### src/svtt_pkg.sv
package svtt_pkg;

  // longest command, in bytes, that is still tracked
  localparam int MAX_VECTOR_BYTES = 4096;
  localparam int MAX_VECTOR_BITS  = MAX_VECTOR_BYTES * 8;

  localparam logic [7:0] BOGUS_IR_TMS = 8'h17;
  localparam logic [7:0] BOGUS_DR_TMS = 8'h0b;
  localparam logic [15:0] BOGUS_IR_LEN = 16'd5;
  localparam logic [15:0] BOGUS_DR_LEN = 16'd4;
  localparam logic [3:0] FULL_BYTE_BITS = 4'd8;

  // TAP controller states, standard order
  localparam logic [3:0] TAP_TLR   = 4'd0;
  localparam logic [3:0] TAP_RTI   = 4'd1;
  localparam logic [3:0] TAP_SELDR = 4'd2;
  localparam logic [3:0] TAP_CAPDR = 4'd3;
  localparam logic [3:0] TAP_SHDR  = 4'd4;
  localparam logic [3:0] TAP_EX1DR = 4'd5;
  localparam logic [3:0] TAP_PAUDR = 4'd6;
  localparam logic [3:0] TAP_EX2DR = 4'd7;
  localparam logic [3:0] TAP_UPDDR = 4'd8;
  localparam logic [3:0] TAP_SELIR = 4'd9;
  localparam logic [3:0] TAP_CAPIR = 4'd10;
  localparam logic [3:0] TAP_SHIR  = 4'd11;
  localparam logic [3:0] TAP_EX1IR = 4'd12;
  localparam logic [3:0] TAP_PAUIR = 4'd13;
  localparam logic [3:0] TAP_EX2IR = 4'd14;
  localparam logic [3:0] TAP_UPDIR = 4'd15;

  typedef enum logic {
    SEQ_IDLE,
    SEQ_WALK
  } seq_state_t;

  typedef struct packed {
    logic [7:0]  tms_bits;
    logic [3:0]  bit_count;
    logic        first_byte;
    logic        last_byte;
    logic [15:0] shift_length;
  } cmd_t;

  typedef struct packed {
    logic [3:0] tap_state;
    logic       move_skipped;
    logic       reset_seen;
    logic       session_done;
  } res_t;

  typedef struct packed {
    logic       load;
    logic [7:0] tms;
    logic [3:0] count;
  } walk_ctl_t;

  typedef struct packed {
    logic       busy;
    logic [3:0] tap;
  } walk_sts_t;

  // one TMS edge of the TAP controller
  function automatic logic [3:0] tap_next(input logic [3:0] st, input logic tms);
    logic [3:0] nxt;
    unique case (st)
      TAP_TLR:   nxt = tms ? TAP_TLR   : TAP_RTI;
      TAP_RTI:   nxt = tms ? TAP_SELDR : TAP_RTI;
      TAP_SELDR: nxt = tms ? TAP_SELIR : TAP_CAPDR;
      TAP_CAPDR: nxt = tms ? TAP_EX1DR : TAP_SHDR;
      TAP_SHDR:  nxt = tms ? TAP_EX1DR : TAP_SHDR;
      TAP_EX1DR: nxt = tms ? TAP_UPDDR : TAP_PAUDR;
      TAP_PAUDR: nxt = tms ? TAP_EX2DR : TAP_PAUDR;
      TAP_EX2DR: nxt = tms ? TAP_UPDDR : TAP_SHDR;
      TAP_UPDDR: nxt = tms ? TAP_SELDR : TAP_RTI;
      TAP_SELIR: nxt = tms ? TAP_TLR   : TAP_CAPIR;
      TAP_CAPIR: nxt = tms ? TAP_EX1IR : TAP_SHIR;
      TAP_SHIR:  nxt = tms ? TAP_EX1IR : TAP_SHIR;
      TAP_EX1IR: nxt = tms ? TAP_UPDIR : TAP_PAUIR;
      TAP_PAUIR: nxt = tms ? TAP_EX2IR : TAP_PAUIR;
      TAP_EX2IR: nxt = tms ? TAP_UPDIR : TAP_SHIR;
      TAP_UPDIR: nxt = tms ? TAP_SELDR : TAP_RTI;
      default:   nxt = TAP_TLR;
    endcase
    return nxt;
  endfunction

endpackage

### src/shift_vector_tap_tracker.sv
// channel | dir | payload          | handshake
// cmd     | in  | svtt_pkg::cmd_t  | cmd_valid / cmd_stall
// res     | out | svtt_pkg::res_t  | res_valid / res_stall
//
// The bit-serial walker steps the TAP table one TMS bit per cycle over the n
// valid TMS bits of a beat (n = 0..8, clamped).
// A skipped or dropped command walks no bits.
// Synchronous reset puts the TAP in Test-Logic-Reset and clears all flags.
// cmd_stall is high while a beat is being walked; a result waiting under
// res_stall blocks only the end of the next walk, not its acceptance.
module shift_vector_tap_tracker (
  input  logic           clk,
  input  logic           rst,
  input  logic           cmd_valid,
  output logic           cmd_stall,
  input  svtt_pkg::cmd_t cmd,
  output logic           res_valid,
  input  logic           res_stall,
  output svtt_pkg::res_t res
);

  svtt_pkg::seq_state_t state, state_next;
  svtt_pkg::walk_ctl_t  wctl;
  svtt_pkg::walk_sts_t  wsts;

  logic reset_flag, reset_flag_next;
  logic skip_command, skip_command_next;
  logic drop_command, drop_command_next;
  logic last_q;
  logic cmd_take;
  logic res_free;
  logic finish;
  logic [3:0] cnt_clamped;

  svtt_walker u_walker (
    .clk (clk),
    .rst (rst),
    .ctl (wctl),
    .sts (wsts)
  );

  assign cmd_take    = cmd_valid && !cmd_stall;
  assign res_free    = !res_valid || !res_stall;
  assign finish      = (state == svtt_pkg::SEQ_WALK) && !wsts.busy && res_free;
  assign cnt_clamped = cmd.bit_count[3] ? svtt_pkg::FULL_BYTE_BITS : cmd.bit_count;

  // first-byte decisions, taken from the TAP state at command start
  always_comb begin
    reset_flag_next   = reset_flag;
    skip_command_next = skip_command;
    drop_command_next = drop_command;
    if (cmd_take && cmd.first_byte) begin
      drop_command_next = 32'(cmd.shift_length) > 32'(svtt_pkg::MAX_VECTOR_BITS);
      skip_command_next = 1'b0;
      if (!drop_command_next) begin
        reset_flag_next = (reset_flag || wsts.tap == svtt_pkg::TAP_TLR) &&
                          wsts.tap != svtt_pkg::TAP_CAPDR &&
                          wsts.tap != svtt_pkg::TAP_CAPIR;
        skip_command_next =
          (wsts.tap == svtt_pkg::TAP_EX1IR && cmd.shift_length == svtt_pkg::BOGUS_IR_LEN &&
           cmd.tms_bits == svtt_pkg::BOGUS_IR_TMS) ||
          (wsts.tap == svtt_pkg::TAP_EX1DR && cmd.shift_length == svtt_pkg::BOGUS_DR_LEN &&
           cmd.tms_bits == svtt_pkg::BOGUS_DR_TMS);
      end
    end
  end

  // next state
  always_comb begin
    state_next = state;
    unique case (state)
      svtt_pkg::SEQ_IDLE: if (cmd_take) state_next = svtt_pkg::SEQ_WALK;
      svtt_pkg::SEQ_WALK: if (finish) state_next = svtt_pkg::SEQ_IDLE;
      default:            state_next = svtt_pkg::SEQ_IDLE;
    endcase
  end

  // outputs of the sequencer
  always_comb begin
    cmd_stall  = 1'b1;
    wctl.load  = 1'b0;
    wctl.tms   = cmd.tms_bits;
    wctl.count = 4'd0;
    unique case (state)
      svtt_pkg::SEQ_IDLE: begin
        cmd_stall = 1'b0;
        wctl.load = cmd_take;
        // skipped or dropped beats leave the TAP where it is
        wctl.count = (skip_command_next || drop_command_next) ? 4'd0 : cnt_clamped;
      end
      svtt_pkg::SEQ_WALK: begin
        cmd_stall = 1'b1;
      end
      default: begin
        cmd_stall = 1'b1;
      end
    endcase
  end

  always_ff @(posedge clk) begin
    if (rst) begin
      state        <= svtt_pkg::SEQ_IDLE;
      reset_flag   <= 1'b0;
      skip_command <= 1'b0;
      drop_command <= 1'b0;
      res_valid    <= 1'b0;
    end else begin
      state        <= state_next;
      reset_flag   <= reset_flag_next;
      skip_command <= skip_command_next;
      drop_command <= drop_command_next;
      if (finish) begin
        res_valid <= 1'b1;
      end else if (!res_stall) begin
        res_valid <= 1'b0;
      end
    end
  end

  // payload registers
  always_ff @(posedge clk) begin
    if (cmd_take) begin
      last_q <= cmd.last_byte;
    end
    if (finish) begin
      res.tap_state    <= wsts.tap;
      res.move_skipped <= skip_command || drop_command;
      res.reset_seen   <= reset_flag;
      res.session_done <= last_q && !drop_command && reset_flag &&
                          wsts.tap == svtt_pkg::TAP_RTI;
    end
  end

  // a beat is taken only when the walker has nothing left to step
  a_take_idle: assert property (@(posedge clk) disable iff (rst)
    cmd_take |-> !wsts.busy)
    else $error("beat accepted while walker busy");

  // a skipped or dropped command never moves the TAP
  a_skip_hold: assert property (@(posedge clk) disable iff (rst)
    (state == svtt_pkg::SEQ_WALK && (skip_command || drop_command)) |=> $stable(wsts.tap))
    else $error("TAP moved on an ignored command");

  // session end only reported from Run-Test/Idle with the flag set
  a_done_rti: assert property (@(posedge clk) disable iff (rst)
    (res_valid && res.session_done) |-> (res.tap_state == svtt_pkg::TAP_RTI && res.reset_seen))
    else $error("session end outside Run-Test/Idle");

  // a finished walk never overwrites a result still waiting
  a_no_overrun: assert property (@(posedge clk) disable iff (rst)
    finish |-> (!res_valid || !res_stall))
    else $error("result overwritten under stall");

endmodule

### src/svtt_walker.sv
// bit-serial TAP walker: one TMS bit per cycle out of a shift register
module svtt_walker (
  input  logic                clk,
  input  logic                rst,
  input  svtt_pkg::walk_ctl_t ctl,
  output svtt_pkg::walk_sts_t sts
);

  logic [3:0] tap;
  logic [7:0] tms_sr;
  logic [3:0] count;

  always_ff @(posedge clk) begin
    if (rst) begin
      tap   <= svtt_pkg::TAP_TLR;
      count <= 4'd0;
    end else if (ctl.load) begin
      count <= ctl.count;
    end else if (count != 4'd0) begin
      tap   <= svtt_pkg::tap_next(tap, tms_sr[0]);
      count <= count - 4'd1;
    end
  end

  // payload, no reset
  always_ff @(posedge clk) begin
    if (ctl.load) begin
      tms_sr <= ctl.tms;
    end else if (count != 4'd0) begin
      tms_sr <= {1'b0, tms_sr[7:1]};
    end
  end

  assign sts.busy = (count != 4'd0);
  assign sts.tap  = tap;

endmodule

### config.mk
export PLATFORM = sky130hd
export DESIGN_NAME = shift_vector_tap_tracker
export DESIGN_NICKNAME = d
export VERILOG_FILES = /design/src/svtt_pkg.sv /design/src/shift_vector_tap_tracker.sv /design/src/svtt_walker.sv
export SDC_FILE = /design/constraint.sdc
export NUM_CORES = 1
export LEC_CHECK = 0
export BUFFER_PORTS_ARGS = -buffer_cell sky130_fd_sc_hd__buf_4
export CAP_MARGIN = 15
export CORE_MARGIN = 8
export CORE_UTILIZATION = 35
export CTS_CLUSTER_SIZE = 25
export DETAILED_ROUTE_END_ITERATION = 10
export PLACE_DENSITY = 0.61
export SLEW_MARGIN = 25
export SYNTH_ARGS = -nofsm -noshare
export SYNTH_HDL_FRONTEND = slang
export SYNTH_SLANG_ARGS = --single-unit
### constraint.sdc
create_clock -name clk -period 4.69 [get_ports clk]
set_clock_uncertainty 0.05 [all_clocks]
set_input_delay 1.407 -clock clk [delete_from_list [all_inputs] [get_ports clk]]
set_output_delay 1.407 -clock clk [all_outputs]
set_load 0.02 [all_outputs]
# Word level (Yosys, flattened, before mapping)
# Index checks and enable logic that the tools add are counted.
[op_classes] add_sub_neg=1 mul=0 n_div=0 order_cmp=1 eq_ne=22 n_shift=0 mux=30 bitwise=3 reduce_logical=31
[ops] cell="case mux 4 bit (12 select lines)" n=1
[ops] cell="2-to-1 mux 4 bit" n=9
[ops] cell="== test 16 x 3 -> 1 bit, second input constant" n=2
[ops] cell="== test 4 bit, second input constant" n=8
[ops] cell="== test 4 x 3 -> 1 bit, second input constant" n=4
[ops] cell="> comparator 16 bit, second input constant" n=1
[ops] cell="2-to-1 mux 8 bit" n=2
[ops] cell="logical AND 1 bit" n=13
[ops] cell="2-to-1 mux 1 bit" n=11
[ops] cell="== test 4 x 2 -> 1 bit, second input constant" n=2
[ops] cell="== test 8 x 4 -> 1 bit, second input constant" n=1
[ops] cell="== test 8 x 5 -> 1 bit, second input constant" n=1
[ops] cell="2-to-1 mux 2 bit" n=3
[ops] cell="2-to-1 mux 3 bit" n=2
[ops] cell="logical NOT 1 bit" n=5
[ops] cell="logical OR 1 bit" n=5
[ops] cell="== test 4 x 1 -> 1 bit, second input constant" n=1
[ops] cell="logical NOT 4 bit" n=1
[ops] cell="!= test 4 x 2 -> 1 bit, second input constant" n=1
[ops] cell="!= test 4 bit, second input constant" n=1
[ops] cell="case mux 1 bit (2 select lines)" n=2
[ops] cell="AND reduction 2 bit" n=2
[ops] cell="nonzero test 4 bit" n=1
[ops] cell="OR reduction 2 bit" n=2
[ops] cell="5 further kinds" n=7
[word_totals] register_bits=29 latch_bits=0 mem_bits_rw=0 rom_bits=0 inputBits=34 output_inout_bits=9 elab_cells=101 n_memories=0

# Longest topological paths before layout
[logic_depth] ltp_word=10 mapped_depth=7 depth_no_buf=7

# Hierarchy
# From an unflattened synthesis, not the netlist that was laid out.
[unflattened] cells_unflattened=153 hier_area_um2=1610.3
[by_module_without_submodules] mod="svtt_walker" instances=1 cells_per_inst=94 area_per_inst_um2=927.1 seq_area_each_um2=400.4
[by_module_without_submodules] mod="shift_vector_tap_tracker" instances=1 cells_per_inst=59 area_per_inst_um2=683.2 seq_area_each_um2=340.3

# Worst setup path after synthesis
# Ideal clock, no wire load.
[synth_path] path_type="input-to-reg" start="input port cmd[1] in the netlist's numbering" end="register reset_flag" setup_ns=0.115 arrival_ns=2.708 required_ns=4.525 setup_slack_ns=1.817 stages=5 n_path_buf=0 path_cell_list="or4_1 > o41a_1 > nor2_1 > a41o_1 > nor2_1"
[synth_via] elab_chain_len=3
[synth_rtl] element="start: declaration" line="shift_vector_tap_tracker.sv:16" text="input svtt_pkg::cmd_t cmd,"
[synth_rtl] element="> comparator 16 bit" line="shift_vector_tap_tracker.sv:53" text="drop_command_next = 32'(cmd.shift_length) > 32'(svtt_pkg::MAX_VECTOR_BITS);"
[synth_rtl] element="inverter 1 bit (no line)"
[synth_rtl] element="AND reduction 2 bit (no line)"
[synth_rtl] element="end signal: assignment" line="shift_vector_tap_tracker.sv:109" text="reset_flag <= reset_flag_next;"
[synth_rtl] element="end: declaration" line="shift_vector_tap_tracker.sv:26" text="logic reset_flag, reset_flag_next;"
# Every way passes these cells.
# A chain may end at the register's enable or synchronous reset.

# Final worst setup path
# Ends and elaborated chain as after synthesis.

==> metrics.md <==
| Metric | Value |
|---|---|
| Worst Hold Class | `flip-flop to flip-flop` |
| GP Congestion | `0.7715` |
| Drt wl/cell | `14.80 µm` |
| Hold Path Sink | `skip_command$_SDFF_PP0_` |
| Crit path buffers/inverters | `1` |
| Largest net degree at the start of global routing | `19` |
| Hold path depth | `2` |
| Global-route wire length before repair | `6.472 mm` |
| Post-Syn Nets | `206` |
| Ant diodes | `0` |
| Row count | `24` |
| Placed insts | `256` |
| Period utilisation layout | `59.57%` |
| Cts bufs inserted | `5` |
| Final WL | `3.908 mm` |
| RR Startpoint | `u_walker.count[1]$_SDFFE_PP0P_` |
| CTS tree | `yes` |
| Unrepaired setup endpoints after global routing | `no` |
| Status | `finished, final reports clean` |
| Placement Setup Slack | `1603 ps` |
| Leak | `0.8151 nW` |
| CP max FO | `2` |
| Area leader, netlist | `edfxtp_1` |
| Reg2Reg Depth | `5` |
| Clk sinks | `29` |
| Clk root buf | `clkbuf_8` |
| DR vias/cell | `5.231` |
| Core ar. | `4294 µm²` |
| Initial antenna violation count | `0` |
| ANT nets after route | `0` |
| Fin. Hold Viols | `0` |
| Worst-Margin Slew | `708.0 ps` |
| Cell Chain, Critical Path | `buf_4, or4_1, o41a_1, nor2_1, a41o_1, nor2_1` |
| Startpoint Class | `primary input` |
| Synth async-reset ratio | `0%` |
| Share of layout cells above drive strength 1 | `26.42%` |
| Number of distinct library cells after synthesis | `41` |
| Die width | `82.15 µm` |
| Final setup viols | `0` |
| R2r endpoint | `res[2]$_DFFE_PP_` |
| Most numerous cell on the critical path | `nor2_1` |
| Final non-filler cell area | `1967 µm²` |
| CTS resizes | `0` |
| Peak VDD IR | `0.0001510 V` |
| WP data required | `4820 ps` |
| All-layer global routing usage | `12.46%` |
| Critical Path Stages | `6` |
| Slew HR | `52.80%` |
| Min-delay src | `skip_command$_SDFF_PP0_` |
| Most frequent cells in the layout | `43 x buf_4, 37 x nand2_1, 17 x a21oi_1` |
| R2R Setup Slk | `2580 ps` |
| Most common cell after layout, fill and taps aside | `buf_4` |
| # DRC | `0` |
| HPWL Detailed | `2.953 mm` |
| # fillers | `430` |
| Power Density | `460.0 nW/µm²` |
| Die Y | `82.15 µm` |
| CTS clk-pin slew, worst paths | `60 ps` |
| DR iter-0 viols | `169` |
| Fin cells | `264` |
| Synthesized area per cell | `9.009 µm²` |
| Period minus WS final | `2794 ps` |
| Dpl cell area | `1884 µm²` |
| Nets | `247` |
| Postcts setup bufs | `0` |
| Bufs on Longest Clock Path | `2` |
| Max-slew violations | `0` |
| Worst setup EP type | `flip-flop` |
| Area Overhead vs Synth | `28.43%` |
| IO Count | `43` |
| WP data arrival | `2920 ps` |
| Most used DFF post-synth | `edfxtp_1` |
| Top Family by Delay on Critical Path | `simple AND/OR/NAND/NOR gates` |
| Cts hold-fix bufs | `0` |
| Highest clock rate | `357.9 MHz` |
| Top cell type's share of synthesized area | `31.37%` |
| Top cells by area, synth | `edfxtp_1 31%, dfxtp_1 17%, nand2_1 9.1%` |
| Starting density of the core | `35.66%` |
| Hold slack | `419.0 ps` |
| Clock Latency Late Sink | `280 ps` |
| Htree depth | `2` |
| Yosys warns | `0` |
| CP peak stage delay | `550 ps` |
| GRT Residual Overflow | `0` |
| Number of enable flip-flop cells after synthesis | `16` |
| Register area share after synthesis | `48.37%` |
| WS Path Type | `primary input to flip-flop` |
| Util after Layout | `45.80%` |
| Flops & latches, synth | `29` |
| Input/output buffers | `42` |
| Final WS setup | `1896 ps` |
| Max-cap violations | `0` |
| Gate count after technology mapping | `170` |
| Final TNS setup | `0 ps` |
| Vias in the first global route | `1351` |
| Die area | `6749 µm²` |
| DR pass1 iterations | `4` |
| Total power | `0.9047 mW` |
| Slowest stage cell, crit path | `or4_1` |
| Post-Syn Area | `1531 µm²` |
| Via count | `1381` |
## worst reg2reg max path, stage by stage, from the launching register on
cell and delay, ps:
dfxtp_1 320, inv_1 110, ha_1 170, nor3b_1 380, nand2_1 130, a21oi_1 570
## logic make-up (layout without fill, tap and decap cells)
| family | count (synthesis) | in the layout | synth area share [%] |
|---|---|---|---|
| fa+ha+maj | 2 | 2 | 1.634 |
| buf+inv | 19 | 61 | 4.739 |
| compound gates | 37 | 37 | 15.44 |
| simple gates | 79 | 79 | 27.53 |
| xor+xnor | 4 | 4 | 2.287 |
| flops | 29 | 29 | 48.37 |
## worst max path at each step
| stage | start | endpoint | slack [ps] |
|---|---|---|---|
| floorplan | cmd[1] | reset_flag$_SDFFE_PP0P_ | 1820 |
| global placement | cmd[1] | reset_flag$_SDFFE_PP0P_ | 1640 |
| detailed placement | cmd[1] | reset_flag$_SDFFE_PP0P_ | 1600 |
| CTS | cmd[1] | reset_flag$_SDFFE_PP0P_ | 1900 |
| global route | cmd_valid | u_walker.tap[3]$_SDFFE_PP0P_ | 1770 |
| finish | cmd[1] | reset_flag$_SDFFE_PP0P_ | 1900 |
## report_power, final
| part | internal [mW] | switching (mW) |
|---|---|---|
| Combinational | 0.122 | 0.165 |
| Sequential | 0.354 | 0.0655 |
| Clock | 0.103 | 0.0955 |
| Total | 0.579 | 0.326 |
## synthesized netlist by cell type, types with 2 or more instances
master      n
dfxtp_1    13
xor2_1      4
nand3b_1    2
nand2_1    37
nor3b_1     2
nand3_2     2
a2111oi_0   3
nor2_1     10
ha_1        2
a21oi_1    17
inv_1      10
or4_4       2
clkbuf_1    8
o21ai_0     5
nand4b_1    2
nand2b_1    2
edfxtp_1   16
nor4_1      3
or4_1       2
nand3_1     2
nor3_1      5
o211ai_1    2
## layer usage
metal	up-vias	GRT usage, %	routed length [µm]
met1	642	16.18	1823
met4	0	5.088	53
met5	-	0	0
met2	42	17.68	1717
met3	5	5.411	314
li1	692	-	-
## layout make-up
type | instances | area (µm²) | area share, %
tap | 52 | 65.06 | 3.308
clock buffer | 6 | 72.57 | 3.690
clock inverter | 2 | 10.01 | 0.5089
multi-input combinational | 122 | 718.2 | 36.51
sequential | 29 | 740.7 | 37.66
inverter | 10 | 37.54 | 1.908
timing repair buffer | 43 | 322.8 | 16.41
## state kept, by name (all words and copies together) (netlist names)
register	count
drop_command	1
u_walker.count	4
u_walker.tms_sr	8
res_valid	1
skip_command	1
u_walker.tap	4
state	1
res	7
reset_flag	1
last_q	1
Note: power is estimated with default switching activity, not from simulation.
